[src/rtl/core/irpw_pkg.sv]
// ----------------------------------------------------------------------------
// irpw_pkg
// Types, codes and helpers shared by the IR pulse-width frame sender.
// ----------------------------------------------------------------------------
package irpw_pkg;

    localparam int unsigned TICK_W  = 16;
    localparam int unsigned FIELD_W = 5;
    localparam int unsigned FRAME_W = 16;
    localparam int unsigned CHUNK_W = 20;
    localparam int unsigned ADDR_W  = 4;
    localparam int unsigned DATA_W  = 32;

    // operation codes
    localparam logic [1:0] OP_TICK   = 2'd0;
    localparam logic [1:0] OP_SINGLE = 2'd1;
    localparam logic [1:0] OP_TIME   = 2'd2;

    // register indexes
    localparam logic [1:0] REG_LONG  = 2'd0;
    localparam logic [1:0] REG_SHORT = 2'd1;
    localparam logic [1:0] REG_GAP   = 2'd2;
    localparam logic [1:0] REG_CODE  = 2'd3;

    localparam logic [TICK_W-1:0]  LONG_RESET  = 16'd1600;
    localparam logic [TICK_W-1:0]  SHORT_RESET = 16'd800;
    localparam logic [TICK_W-1:0]  GAP_RESET   = 16'd3000;
    localparam logic [FIELD_W-1:0] CODE_RESET  = 5'd2;

    localparam logic [2:0] FRAMES_TIME = 3'd5;
    localparam logic [2:0] FRAMES_REPEAT_LIMIT = 3'd4;

    typedef enum logic [1:0] {
        PH_IDLE  = 2'd0,
        PH_MARK  = 2'd1,
        PH_SPACE = 2'd2,
        PH_GAP   = 2'd3
    } t_phase;

    typedef struct packed {
        logic [1:0]  operation;
        logic [4:0]  player;
        logic [4:0]  payload;
        logic        repeat_frame;
        logic [9:0]  game_time;
        logic [7:0]  countdown;
    } t_in_item;

    typedef struct packed {
        logic led_on;
        logic busy_res;
        logic dropped;
    } t_out_item;

    typedef struct packed {
        logic [TICK_W-1:0]  long_ticks;
        logic [TICK_W-1:0]  short_ticks;
        logic [TICK_W-1:0]  gap_ticks;
        logic [FIELD_W-1:0] message_code;
    } t_cfg;

    // start bit, player, payload, check field
    function automatic logic [FRAME_W-1:0] build_frame(
        input logic [FIELD_W-1:0] who,
        input logic [FIELD_W-1:0] what
    );
        build_frame = {1'b1, who, what, who ^ what};
    endfunction

endpackage

[src/rtl/core/irpw_engine.sv]
// ----------------------------------------------------------------------------
// irpw_engine
// Frame sequencer: holds transfer state; advances one item a cycle on i_step.
// ----------------------------------------------------------------------------
module irpw_engine (
    input  logic                i_clk,
    input  logic                i_rst_n,
    input  irpw_pkg::t_cfg      i_cfg,
    input  logic                i_step,
    input  irpw_pkg::t_in_item  i_item,
    output irpw_pkg::t_out_item o_res
);

    irpw_pkg::t_phase r_phase, n_phase;
    logic [irpw_pkg::FRAME_W-1:0] r_frame, n_frame;
    logic [3:0]                   r_bit_idx, n_bit_idx;
    logic [irpw_pkg::TICK_W-1:0]  r_cnt, n_cnt;
    logic [irpw_pkg::CHUNK_W-1:0] r_chunks, n_chunks;
    logic [2:0]                   r_frames_left, n_frames_left;
    logic [irpw_pkg::FIELD_W-1:0] r_player, n_player;

    logic                         is_cmd;
    logic                         cur_bit;
    logic [irpw_pkg::TICK_W-1:0]  cnt_inc;

    assign is_cmd  = (i_item.operation == irpw_pkg::OP_SINGLE) ||
                     (i_item.operation == irpw_pkg::OP_TIME);
    assign cur_bit = r_frame[r_bit_idx];
    assign cnt_inc = r_cnt + 16'd1;

    always_comb begin
        n_phase       = r_phase;
        n_frame       = r_frame;
        n_bit_idx     = r_bit_idx;
        n_cnt         = r_cnt;
        n_chunks      = r_chunks;
        n_frames_left = r_frames_left;
        n_player      = r_player;
        if (i_step) begin
            if (is_cmd) begin
                if (r_phase == irpw_pkg::PH_IDLE) begin
                    n_player  = i_item.player;
                    n_bit_idx = 4'd15;
                    n_cnt     = '0;
                    n_phase   = irpw_pkg::PH_MARK;
                    if (i_item.operation == irpw_pkg::OP_SINGLE) begin
                        n_chunks      = {i_item.payload, 15'd0};
                        n_frames_left = {2'b00, i_item.repeat_frame};
                        n_frame = irpw_pkg::build_frame(i_item.player, i_item.payload);
                    end else begin
                        // time high, time low, countdown high, countdown low
                        n_chunks      = {i_item.game_time, 2'b00,
                                         i_item.countdown};
                        n_frames_left = irpw_pkg::FRAMES_TIME;
                        n_frame = irpw_pkg::build_frame(i_item.player,
                                                        i_cfg.message_code);
                    end
                end
            end else if (r_phase != irpw_pkg::PH_IDLE) begin
                n_cnt = cnt_inc;
                case (r_phase)
                    irpw_pkg::PH_MARK: begin
                        if (cnt_inc >= (cur_bit ? i_cfg.long_ticks : i_cfg.short_ticks)) begin
                            n_cnt   = '0;
                            n_phase = irpw_pkg::PH_SPACE;
                        end
                    end
                    irpw_pkg::PH_SPACE: begin
                        if (cnt_inc >= (cur_bit ? i_cfg.short_ticks : i_cfg.long_ticks)) begin
                            n_cnt = '0;
                            if (r_bit_idx == 4'd0) begin
                                n_phase = (r_frames_left != 3'd0) ? irpw_pkg::PH_GAP
                                                                  : irpw_pkg::PH_IDLE;
                            end else begin
                                n_bit_idx = r_bit_idx - 4'd1;
                                n_phase   = irpw_pkg::PH_MARK;
                            end
                        end
                    end
                    irpw_pkg::PH_GAP: begin
                        if (cnt_inc >= i_cfg.gap_ticks) begin
                            // beyond the chunk count the same frame goes again
                            if (r_frames_left <= irpw_pkg::FRAMES_REPEAT_LIMIT) begin
                                n_frame  = irpw_pkg::build_frame(r_player,
                                               r_chunks[irpw_pkg::CHUNK_W-1 -: 5]);
                                n_chunks = {r_chunks[irpw_pkg::CHUNK_W-6:0], 5'd0};
                            end
                            n_frames_left = r_frames_left - 3'd1;
                            n_bit_idx     = 4'd15;
                            n_cnt         = '0;
                            n_phase       = irpw_pkg::PH_MARK;
                        end
                    end
                    default: begin
                        n_cnt = '0;
                    end
                endcase
            end
        end
    end

    // a command reports the state it leaves, a tick the state it ran in
    always_comb begin
        if (is_cmd) begin
            o_res.led_on   = (n_phase == irpw_pkg::PH_MARK);
            o_res.busy_res = (n_phase != irpw_pkg::PH_IDLE);
            o_res.dropped  = (r_phase != irpw_pkg::PH_IDLE);
        end else begin
            o_res.led_on   = (r_phase == irpw_pkg::PH_MARK);
            o_res.busy_res = (r_phase != irpw_pkg::PH_IDLE);
            o_res.dropped  = 1'b0;
        end
    end

    always_ff @(posedge i_clk) begin
        if (!i_rst_n) begin
            r_phase       <= irpw_pkg::PH_IDLE;
            r_frame       <= '0;
            r_bit_idx     <= '0;
            r_cnt         <= '0;
            r_chunks      <= '0;
            r_frames_left <= '0;
            r_player      <= '0;
        end else begin
            r_phase       <= n_phase;
            r_frame       <= n_frame;
            r_bit_idx     <= n_bit_idx;
            r_cnt         <= n_cnt;
            r_chunks      <= n_chunks;
            r_frames_left <= n_frames_left;
            r_player      <= n_player;
        end
    end

endmodule

[src/rtl/core/ir_pulse_width_frame_sender.sv]
// ----------------------------------------------------------------------------
// ir_pulse_width_frame_sender
// IR pulse-width frame sender with APB timing registers and a skid output.
// ----------------------------------------------------------------------------
// One item is taken every clock while not stalled and gives one registered
// result. Tick items time the marks, spaces and gaps of the frame being sent;
// send commands start a single frame or a six-frame time message and are
// dropped when a transfer is already running. The output side has a result
// register and a one-entry skid register, so the input keeps being taken
// while one result waits; input stall rises only when both are full.
// ----------------------------------------------------------------------------
module ir_pulse_width_frame_sender (
    input  logic                           i_clk,
    input  logic                           i_rst_n,
    input  logic                           i_in_valid,
    output logic                           o_in_stall,
    input  irpw_pkg::t_in_item             i_in_item,
    output logic                           o_out_valid,
    input  logic                           i_out_stall,
    output irpw_pkg::t_out_item            o_out_item,
    input  logic                           psel,
    input  logic                           penable,
    input  logic                           pwrite,
    input  logic [irpw_pkg::ADDR_W-1:0]    paddr,
    input  logic [irpw_pkg::DATA_W-1:0]    pwdata,
    output logic [irpw_pkg::DATA_W-1:0]    prdata,
    output logic                           pready
);

    irpw_pkg::t_cfg      r_cfg;
    irpw_pkg::t_out_item res;
    irpw_pkg::t_out_item r_out_item, r_skid_item;
    logic                r_out_valid, r_skid_valid;
    logic                in_accept, out_take, cfg_write;
    logic [1:0]          reg_idx;

    assign pready    = 1'b1;
    assign reg_idx   = paddr[3:2];
    assign cfg_write = psel && penable && pwrite && pready;

    always_ff @(posedge i_clk) begin
        if (!i_rst_n) begin
            r_cfg.long_ticks   <= irpw_pkg::LONG_RESET;
            r_cfg.short_ticks  <= irpw_pkg::SHORT_RESET;
            r_cfg.gap_ticks    <= irpw_pkg::GAP_RESET;
            r_cfg.message_code <= irpw_pkg::CODE_RESET;
        end else if (cfg_write) begin
            case (reg_idx)
                irpw_pkg::REG_LONG:  r_cfg.long_ticks   <= pwdata[15:0];
                irpw_pkg::REG_SHORT: r_cfg.short_ticks  <= pwdata[15:0];
                irpw_pkg::REG_GAP:   r_cfg.gap_ticks    <= pwdata[15:0];
                irpw_pkg::REG_CODE:  r_cfg.message_code <= pwdata[4:0];
                default: ;
            endcase
        end
    end

    always_comb begin
        case (reg_idx)
            irpw_pkg::REG_LONG:  prdata = {16'd0, r_cfg.long_ticks};
            irpw_pkg::REG_SHORT: prdata = {16'd0, r_cfg.short_ticks};
            irpw_pkg::REG_GAP:   prdata = {16'd0, r_cfg.gap_ticks};
            irpw_pkg::REG_CODE:  prdata = {27'd0, r_cfg.message_code};
            default:             prdata = '0;
        endcase
    end

    assign o_in_stall = r_skid_valid;
    assign in_accept  = i_in_valid && !r_skid_valid;
    assign out_take   = r_out_valid && !i_out_stall;

    irpw_engine u_engine (
        .i_clk   (i_clk),
        .i_rst_n (i_rst_n),
        .i_cfg   (r_cfg),
        .i_step  (in_accept),
        .i_item  (i_in_item),
        .o_res   (res)
    );

    always_ff @(posedge i_clk) begin
        if (!i_rst_n) begin
            r_out_valid  <= 1'b0;
            r_skid_valid <= 1'b0;
        end else begin
            if (out_take || !r_out_valid) begin
                if (r_skid_valid) begin
                    r_out_valid  <= 1'b1;
                    r_skid_valid <= 1'b0;
                end else begin
                    r_out_valid <= in_accept;
                end
            end else if (in_accept) begin
                r_skid_valid <= 1'b1;
            end
        end
    end

    always_ff @(posedge i_clk) begin
        if (out_take || !r_out_valid) begin
            r_out_item <= r_skid_valid ? r_skid_item : res;
        end else if (in_accept) begin
            r_skid_item <= res;
        end
    end

    assign o_out_valid = r_out_valid;
    assign o_out_item  = r_out_item;

    // skid entry is only filled behind a waiting result
    a_skid_behind_out: assert property (@(posedge i_clk) disable iff (!i_rst_n)
        r_skid_valid |-> r_out_valid)
        else $error("skid entry valid without output entry");

    // a held skid item is kept until the output moves
    a_skid_held: assert property (@(posedge i_clk) disable iff (!i_rst_n)
        (r_skid_valid && i_out_stall) |=> r_skid_valid)
        else $error("skid item lost while output stalled");

    // a drop only happens during a transfer
    a_drop_busy: assert property (@(posedge i_clk) disable iff (!i_rst_n)
        (o_out_valid && o_out_item.dropped) |-> o_out_item.busy_res)
        else $error("dropped command reported while idle");

    // the led only lights inside a transfer
    a_led_busy: assert property (@(posedge i_clk) disable iff (!i_rst_n)
        (o_out_valid && o_out_item.led_on) |-> o_out_item.busy_res)
        else $error("led on while not busy");

endmodule
[config.mk]
export PLATFORM = sky130hd
export DESIGN_NAME = ir_pulse_width_frame_sender
export DESIGN_NICKNAME = d
export VERILOG_FILES = /design/src/rtl/core/irpw_pkg.sv /design/src/rtl/core/irpw_engine.sv /design/src/rtl/core/ir_pulse_width_frame_sender.sv
export SDC_FILE = /design/constraint.sdc
export NUM_CORES = 1
export LEC_CHECK = 0
export BUFFER_PORTS_ARGS = -buffer_cell sky130_fd_sc_hd__buf_2
export CORE_ASPECT_RATIO = 0.75
export CORE_MARGIN = 2
export CORE_UTILIZATION = 36
export DETAILED_ROUTE_END_ITERATION = 8
export PLACE_DENSITY = 0.65
export RECOVER_POWER = 50
export SETUP_SLACK_MARGIN = 0.3
export SYNTH_ARGS = -nofsm -noshare
export SYNTH_HDL_FRONTEND = slang
export SYNTH_SLANG_ARGS = --single-unit
[constraint.sdc]
create_clock -name i_clk -period 12.55 [get_ports i_clk]
set_input_delay 0.6275 -clock i_clk [delete_from_list [all_inputs] [get_ports i_clk]]
set_output_delay 0.6275 -clock i_clk [all_outputs]
set_load 0.02 [all_outputs]
=== Yosys cells after proc, flatten, opt, wreduce, memory -nomap -nowiden ===
Index checks and enable logic that the tools add are counted.
Widths: inputs -> output; s select.

* Memories: 0
* Latch bits: 0
* Output and inout port bits: 38
* Register bits: 127
* Memory bits (writable): 0
* ROM bits: 0
* Word-level logic and storage cells: 128
* Bits of input ports: 74

* $mul: 0
* Div/mod/pow operators: 0
* Equality and inequality tests: 13
* Shift operators: 0
* Bitwise gates (word level): 5
* Add/sub/neg operators: 3
* Multiplexer cells: 52
* Reductions and logical operators: 31
* Magnitude comparators: 5

{| class="wikitable"
|+ Operators by type and width
! kind !! number
|-
| $mux 16 || 14
|-
| $mux 20 || 7
|-
| $pmux 32 s4 || 1
|-
| $ge 16x16->1 || 3
|-
| $pmux 16 s3 || 1
|-
| $mux 3 || 8
|-
| $mux 4 || 6
|-
| $mux 2 || 9
|-
| $add 16x1->16 const B || 1
|-
| $xor 5x5->5 || 3
|-
| $reduce_bool 2->1 || 6
|-
| $eq 2x2->1 const B || 5
|-
| $mux 10 || 1
|-
| $reduce_and 2->1 || 5
|-
| $eq 2x1->1 const B || 4
|-
| $pmux 4 s2 || 1
|-
| $reduce_and 7->1 || 1
|-
| $ne 3x1->1 const B || 2
|-
| $pmux 2 s3 || 1
|-
| $reduce_and 3->1 || 2
|-
| $reduce_and 6->1 || 1
|-
| $reduce_bool 3->1 || 2
|-
| $lt 4x5->1 const B || 1
|-
| $reduce_and 5->1 || 1
|-
| other kinds (14) || 23
|}

=== Longest topological paths before layout ===
* Depth in word-level cells: 12
* Mapped depth: 16
* Gate-level depth less buffers: 14

=== Hierarchy ===
A second synthesis with hierarchy kept.

* Cell total of the unflattened synthesis: 892
* Area, all modules: 7780.0 µm²

{| class="wikitable"
|+ Modules (own cells, without submodules)
! module !! seq. area each (µm²) !! times used !! cells an instance !! area each (µm²)
|-
| irpw_engine || 1321.3 || 1 || 596 || 4933.5
|-
| ir_pulse_width_frame_sender || 1281.2 || 1 || 296 || 2846.5
|}

=== Least setup slack after synthesis ===
No wires, ideal clock.

* Path kind: register to register
* Start point: register u_engine.r_bit_idx[0]
* End point: register u_engine.r_cnt[12] (netlist bit)
* Setup time: 0.117 ns
* Period minus slack after synthesis: 3.967 ns
* Setup slack: 8.583 ns
* Required time: 12.433 ns
* Buffers on the path: 3
* Data arrival time: 3.850 ns
* Stages on the path, launching flop included: 15
* Path through: dfxtp_1 -> buf_2 -> mux4_2 -> mux4_2 -> clkbuf_1 -> buf_2 -> mux2i_1 -> ha_1 -> nand4_1 -> nor3_1 -> or4b_2 -> nand4b_1 -> o32ai_2 -> o21a_1 -> a22o_1

* Cells in the longest elaborated chain, start to end: 8
* Elaborated cells between the ends (all ways): 11
* Those cells by class: 2 x order compare; 9 x mux

{| class="wikitable"
|+ Ends and longest elaborated chain
! item !! line !! text
|-
| from (decl) || irpw_engine.sv:16 || <nowiki>logic [3:0] r_bit_idx, n_bit_idx;</nowiki>
|-
| from (signal assigned) || irpw_engine.sv:127 || <nowiki>r_bit_idx <= n_bit_idx;</nowiki>
|-
| $bmux 1 s4 * || irpw_engine.sv:28 || <nowiki>assign cur_bit = r_frame[r_bit_idx];</nowiki>
|-
| $mux 1 (implied by the code) * || irpw_engine.sv:28 ||
|-
| $mux 16, on equally long branches || irpw_engine.sv:69, irpw_engine.sv:63 ||
|-
| $ge 16x16->1, on equally long branches || irpw_engine.sv:69, irpw_engine.sv:63 ||
|-
| $mux 16, on equally long branches || irpw_engine.sv:69, irpw_engine.sv:63 ||
|-
| $pmux 16 s3 * || irpw_engine.sv:61 || <nowiki>case (r_phase)</nowiki>
|-
| $mux 16 * || irpw_engine.sv:59 || <nowiki>end else if (r_phase != irpw_pkg::PH_IDLE) begin</nowiki>
|-
| $mux 16 * || irpw_engine.sv:40 || <nowiki>if (is_cmd) begin</nowiki>
|-
| to (signal assigned) || irpw_engine.sv:128 || <nowiki>r_cnt <= n_cnt;</nowiki>
|-
| to (decl) || irpw_engine.sv:17 || <nowiki>logic [irpw_pkg::TICK_W-1:0] r_cnt, n_cnt;</nowiki>
|}

Every way passes the cells marked *; elsewhere a longest branch is shown, timed or not. The select of a mux whose other input is x is not followed.
A chain may end at the register's enable or synchronous reset.

==> results_dict.tcl <==
set metrics [dict create \
    synth_top_cell_by_area "dfxtp_1" \
    final_util_pct 41.5 \
    die_height_um 130 \
    async_flop_share_pct 0 \
    cp-start-kind "input pin" \
    cpMaxStageDelayCell "clkbuf_1" \
    max_slew.worst_pin.slew_ns 3.57 \
    rows 46 \
    end_kind "register" \
    die_w_um 172 \
    route.top_layer_used "met4" \
    grt_max_degree 73 \
    path_max_fanout 72 \
    wl_um 20600 \
    clkLatencyLatePin_ns 0.43 \
    hpwlAfterDp_um 13900 \
    grt_pass1_vias 6145 \
    initialDrtViolationCount 448 \
    yosys-top-cells-count "nand2_1 (175), dfxtp_1 (121), mux2i_1 (74)" \
    syn_avg_cell_area_um2 8.48 \
    cts_buffer_depth 2 \
    core-area_um2 21000 \
    period_minus_slack_ns 5.77 \
    yosysTopAreaCellShare_pct 31.8 \
    vias 6581 \
    rsz0062_at_grt "false" \
    drt-met1-wl_um 10500 \
    crit_buf_inv 4 \
    hold_viol 0 \
    portBuffers 76 \
    nFillCells 2155 \
    dr.pass1.iters 6 \
    status "complete, but fails checks" \
    grtUsageTotal_pct 19.0 \
    drcViolationCount 0 \
    vdd_drop_max_mv 0.0759 \
    critical_path_required_ns 12.91 \
    post_drt_wl_per_cell_um 16.5 \
    path_cells "buf_2 -> clkbuf_1 -> clkinv_1 -> clkbuf_1 -> nor3_1 -> o21a_1 -> a22o_1" \
    critPathMaxStageDelay_ns 1.78 \
    timing.fmax_mhz 173 \
    grt_pass1_wl_um 32900 \
    cts_tree "built" \
    layout-drive-gt1-share_pct 13.5 \
    nNetsFinal 1076 \
    clk_pin_slew_ns 0.06 \
    ys_ff_latch 127 \
    synth-seq-area-share_pct 34.2 \
    cp_common_cell "clkbuf_1" \
    cts-hold-fix-buffers 0 \
    p_leak_nw 3.40 \
    post_cts_buffers 0 \
    numCtsBuffers 17 \
    yosys-top-cells-area "dfxtp_1 (32%), mux2i_1 (9.7%), ha_1 (9.2%), nand2_1 (8.6%), a21oi_1 (4.5%)" \
    drv_slew 187 \
    synth_edf_count 6 \
    gp_congestion 0.816 \
    power.density_nw_per_um2 122 \
    yosys_warnings 0 \
    cts-root-buf "clkbuf_16" \
    criticalPathCategory "input pin to register" \
    via_per_inst 5.28 \
    synthFlopType "dfxtp_1" \
    yosysMostFrequentCell "nand2_1" \
    worstPathArrival_ns 6.13 \
    grt_overflow 0 \
    routed-wl-met2_um 8260 \
    start_util_pct 36.3 \
    ys_types 57 \
    dieArea_um2 22300 \
    ioPinCount 112 \
    wl_met3_um 1560 \
    area_growth_pct 14.2 \
    fin_tns_setup_ns 0 \
    synthCells 898 \
    syn_area_um2 7610 \
    holdWs_ns 0.438 \
    cap_violations 4 \
    ctsResizeCount 0 \
    clock-skew-final_ns 0.0117 \
    relSlewSlack_pct -138 \
    antenna_cells 0 \
    violations "capacitance limit, slew limit" \
    setup_viol 0 \
    hold_path.class "input pin to register" \
    antenna_found_initial 0 \
    detail-route-antenna-nets 0 \
    post-route-period-util_pct 46.0 \
    cts_sinks 127 \
    crit_family "buffers and inverters" \
    htreeDepth 4 \
]
state kept, by name, summed over array words and instances, names as in the netlist:
register,cells
u_engine.r_player,5
u_engine.r_frames_left,3
u_engine.r_bit_idx,4
u_engine.r_chunks,20
r_cfg,53
o_out_valid,1
u_engine.r_frame,16
r_skid_item,3
u_engine.r_phase,2
o_out_item,3
o_in_stall,1
u_engine.r_cnt,16
placed cells by master (no fill, tap or decap), drive strengths merged, types with 23 or more instances in the layout:
| master | n |
|---|---|
| a211oi | 23 |
| a21oi | 68 |
| buf | 75 |
| clkbuf | 29 |
| dfxtp | 121 |
| ha | 56 |
| inv | 28 |
| mux2i | 74 |
| nand2 | 175 |
| nand3 | 23 |
| nor2 | 38 |
| o21ai | 49 |
metrics by stage:
| step | power (W) | instances | setup slack, ns | area [um^2] |
|---|---|---|---|---|
| after floorplan | 0.000531 | 913 | 8.58 | 7670 |
| after global placement | 0.000564 | 1215 | 7.35 | 8130 |
| after detailed placement | 0.000566 | 1215 | 7.36 | 8130 |
| after CTS | 0.00106 | 1246 | 7.34 | 8720 |
| after global routing | 0.00110 | 1246 | 6.26 | 8690 |
| final | 0.00106 | 1246 | 6.78 | 8690 |
cell families after synthesis:
| kind of cell | after synthesis | share of synthesized area (%) |
|---|---|---|
| AOI/OAI and AO/OA | 199 | 16.7 |
| and+or+nand+nor | 306 | 18.0 |
| xor gates and xnor gates | 21 | 2.42 |
| DFF | 127 | 34.2 |
| other | 2 | 0.0987 |
| adders and majority gates | 56 | 9.21 |
| muxes | 88 | 13.3 |
| buffers and inverters | 99 | 6.12 |
area by class of cell:
type	count	area [um^2]	area share [%]
clock buffers	19	454	5.23
clock inverters	12	136	1.57
inverters	28	105	1.21
multi-input cells	687	4610	53.0
flip-flops and latches	127	2600	29.9
well taps	288	360	4.15
repair buffers	85	425	4.89
tightest hold or removal path: cells and delay by family:
kind / cells / cell delay (ns)
simple gates: 2 / 0.11
buf+inv: 1 / 0.10
layer usage:
metal	track usage [%]	vias to the layer above
met1	28.3	3083
met3	4.43	25
met4	5.83	0
met2	26.9	197
met5	0	-
li1	-	3276
power breakdown:
| part | total, W | internal, W | switching (W) |
|---|---|---|---|
| sequential | 0.000429 | 0.000419 | 0.0000100 |
| combinational | 0.000129 | 0.0000474 | 0.0000813 |
| clock | 0.000500 | 0.000304 | 0.000196 |
| total | 0.00106 | 0.000771 | 0.000288 |
path summary, 6_finish.rpt:
check	endpoint	slack (ns)	cells past startpoint	from
worst max-delay path	u_engine.r_cnt[9]	6.78	7	i_rst_n
worst min-delay path	r_cfg[29]	0.44	3	pwdata[8]
worst max register to register	u_engine.r_cnt[9]	7.32	11	u_engine.r_bit_idx[0]
worst min register to register	u_engine.r_frame[5]	0.46	2	u_engine.r_frame[5]
Note: power is estimated with default switching activity, not from simulation.
